==> src/lat_ram.sv <==
// Generic single-port-write, single-port-read RAM with registered read data.
// No dependencies.
module lat_ram #(
    parameter int WIDTH = 8,
    parameter int DEPTH = 16
) (
    input  logic                     clk,
    input  logic                     wr_en,
    input  logic [$clog2(DEPTH)-1:0] wr_addr,
    input  logic [WIDTH-1:0]         wr_data,
    input  logic [$clog2(DEPTH)-1:0] rd_addr,
    output logic [WIDTH-1:0]         rd_data
);

    logic [WIDTH-1:0] mem [DEPTH];

    always_ff @(posedge clk)
    begin
        if (wr_en)
        begin
            mem[wr_addr] <= wr_data;
        end
        rd_data <= mem[rd_addr];
    end

endmodule

==> config.mk <==
export PLATFORM = sky130hd
export DESIGN_NAME = lat_ram
export DESIGN_NICKNAME = d
export VERILOG_FILES = /design/src/lat_ram.sv
export SDC_FILE = /design/constraint.sdc
export NUM_CORES = 1
export LEC_CHECK = 0
export ABC_AREA = 1
export BUFFER_PORTS_ARGS = -buffer_cell sky130_fd_sc_hd__buf_2
export CAP_MARGIN = 10
export CORE_ASPECT_RATIO = 1.2
export CORE_MARGIN = 5
export CORE_UTILIZATION = 30
export DETAILED_ROUTE_END_ITERATION = 16
export PLACE_DENSITY = 0.46
export SLEW_MARGIN = 30
export SYNTH_ARGS = -nofsm -noshare
export SYNTH_HDL_FRONTEND = slang
export SYNTH_SLANG_ARGS = --single-unit
==> constraint.sdc <==
create_clock -name clk -period 2 [get_ports clk]
set_clock_uncertainty 0.1 [all_clocks]
set_input_delay 0.2 -clock clk [delete_from_list [all_inputs] [get_ports clk]]
set_output_delay 0.2 -clock clk [all_outputs]
set_load 0.01 [all_outputs]
==> flow_summary.ini <==
[die]
core_um2 = 18900
io_pins = 26
fp.dieW_um = 137
fp-row-count = 55
start_util_pct = 30.5
die_area_um2 = 22100
die_y_um = 162

[synth]
yosys.cell_count.top_type = nand2_1
synthCells = 551
netlist_area_um2 = 5770
yosysSeqAreaShare_pct = 69.4
synth_edf_count = 128
synth_ff_type = edfxtp_1
synthArstFlopShare_pct = 0
synth_common_cells = 173 x nand2_1, 128 x edfxtp_1, 100 x inv_1, 97 x nand3_1, 17 x nor2_1
synth_largest_area_cell = edfxtp_1
syn-mean-instance-area_um2 = 10.5
yosys-top-cells-area = edfxtp_1 67%, nand2_1 11%, nand3_1 8.4%
yosys_warnings = 0
yosysTopAreaCellShare_pct = 66.7
synth_cell_types = 12
syn-num-nets = 569
ys_ff_latch = 136

[place]
placedCellCount = 827
postPlaceCellArea_um2 = 6210
hpwl_mm = 8.69
portBuffers = 25
gp_congestion = 0.741

[grt]
grt_antenna_before_repair = 0
grt_pass1_wl_mm = 21.6
grt_pass1_vias = 3813
grt_use_total_pct = 13.2
grt.overflow.total = 0
grt_max_degree = 65

[setup_path]
path_max_fanout = 17
critical_path.startpoint_type = primary input
cp.arrival_ps = 1400
cp_data_required_time_ps = 2190
crit_type = primary input to flip-flop
critPathCaptureType = flip-flop

[finish]
layout-drive-gt1-share_pct = 11.8
stdcell_count = 859
register_area_um2 = 4000
fin_nets = 608
area_growth_pct = 17.7
n_fill_cell = 1920
multiInputGateArea_um2 = 1210
n_antenna_cell = 0
utilization_pct = 35.9
finalInstanceArea_um2 = 6790

[route]
wl_mm = 14.0
route.detailed.drc = 0
drt_iter0_drc = 254
avgRoutedWirePerCell_um = 16.3
first_pass_iters = 5
via_per_inst = 4.40
vias = 3777
antenna_left = 0

[timing]
rsz0062_at_grt = false
period_share_pct = 60.6
finalHoldViolCount = 0
finalCriticalPeriod_ps = 1210
setup_tns_ps = 0
fmax_mhz = 825
finalMaxSlewViolations = 0
setup_violations = 0
relSlewSlack_pct = 57.2
worst_pin_slew_ps = 641

[power_and_ir_drop]
peakVddDrop_mv = 0.513
p_leak_nw = 2.90
powerDensity_nw_per_um2 = 977

[outcome]
status = finished clean

[clocking]
cts_hold_buf = 0
post_cts_buffers = 0
cts_buffers = 17
clk_path_buf_depth = 2
post_cts_resize_count = 0
clkTransAtPathRegs_ps = 50
cts_tree = done
htree_levels = 4
cts_sinks = 136
clock_latency_ps = 400
root_buffer = clkbuf_16

[hold_path]
hold_class = primary input to flip-flop

[job]
maxCapViolCount = 0
final cells by class:
class	instances	share of cell area, %
clock inverter	10	1.88
multi-input combinational	289	17.9
tap	256	4.72
inverter	102	5.64
sequential	136	59.0
timing repair buffer	44	4.31
clock buffer	22	6.55
state kept, by name (all words and copies together), names as in the netlist:
name	count
rd_data	8
mem	128
worst max-delay path, stage by stage:
cell     delay [ps]
buf_2           230
inv_1           470
nand3_1         280
nand3_1         140
nand2_1          70
power breakdown:
group          switching, mW  total [mW]  internal (mW)  leakage, nW
registers             0.0188        3.21           3.19         1.22
logic                  0.287       0.400          0.113         1.40
clock network           1.08        3.02           1.94        0.273
total                   1.38        6.63           5.25         2.90
routing by layer:
metal | global-route usage [%] | routed length (µm) | part of all wire, %
met1 | 16.4 | 5980 | 43
met2 | 22.3 | 7130 | 51
met3 | 2.48 | 543 | 3.9
met4 | 5.91 | 384 | 2.7
met5 | 0 | 0 | 0
stage by stage:
step	setup slack, ps	hold WS [ps]	power (mW)
3_3_place_gp	374	488	3.67
6_report	788	84.1	6.63
2_1_floorplan	749	199	3.49
5_1_grt	706	78.9	6.87
4_1_cts	775	62.4	6.70
3_5_place_dp	383	487	3.68
cell usage in the layout, fill, tap and decap left out, drive strengths merged:
cell type / count
nand2: 173
nand3: 97
clkinvlp: 2
clkbuf: 22
nand3b: 2
buf: 44
dfxtp: 8
nor2: 17
edfxtp: 128
clkinv: 5
inv: 102
bufinv: 3
logic make-up (layout without fill, tap and decap cells):
group,count (synthesis),after routing,share of synthesized area [%]
buffers and inverters,126,178,9.52
flip-flops,136,136,69.4
AND/OR/NAND/NOR,289,289,21.0
path summary, 6_finish.rpt:
path                end        from  depth (start not counted)  slack (ps)
min reg2reg  rd_data[1]  mem[12][1]                          6         560
max reg2reg  rd_data[4]   mem[3][4]                          6         840
min          rd_data[1]  rd_addr[3]                          3          80
max          rd_data[4]  rd_addr[2]                          5         790
Power figures use the tool's default switching activity.
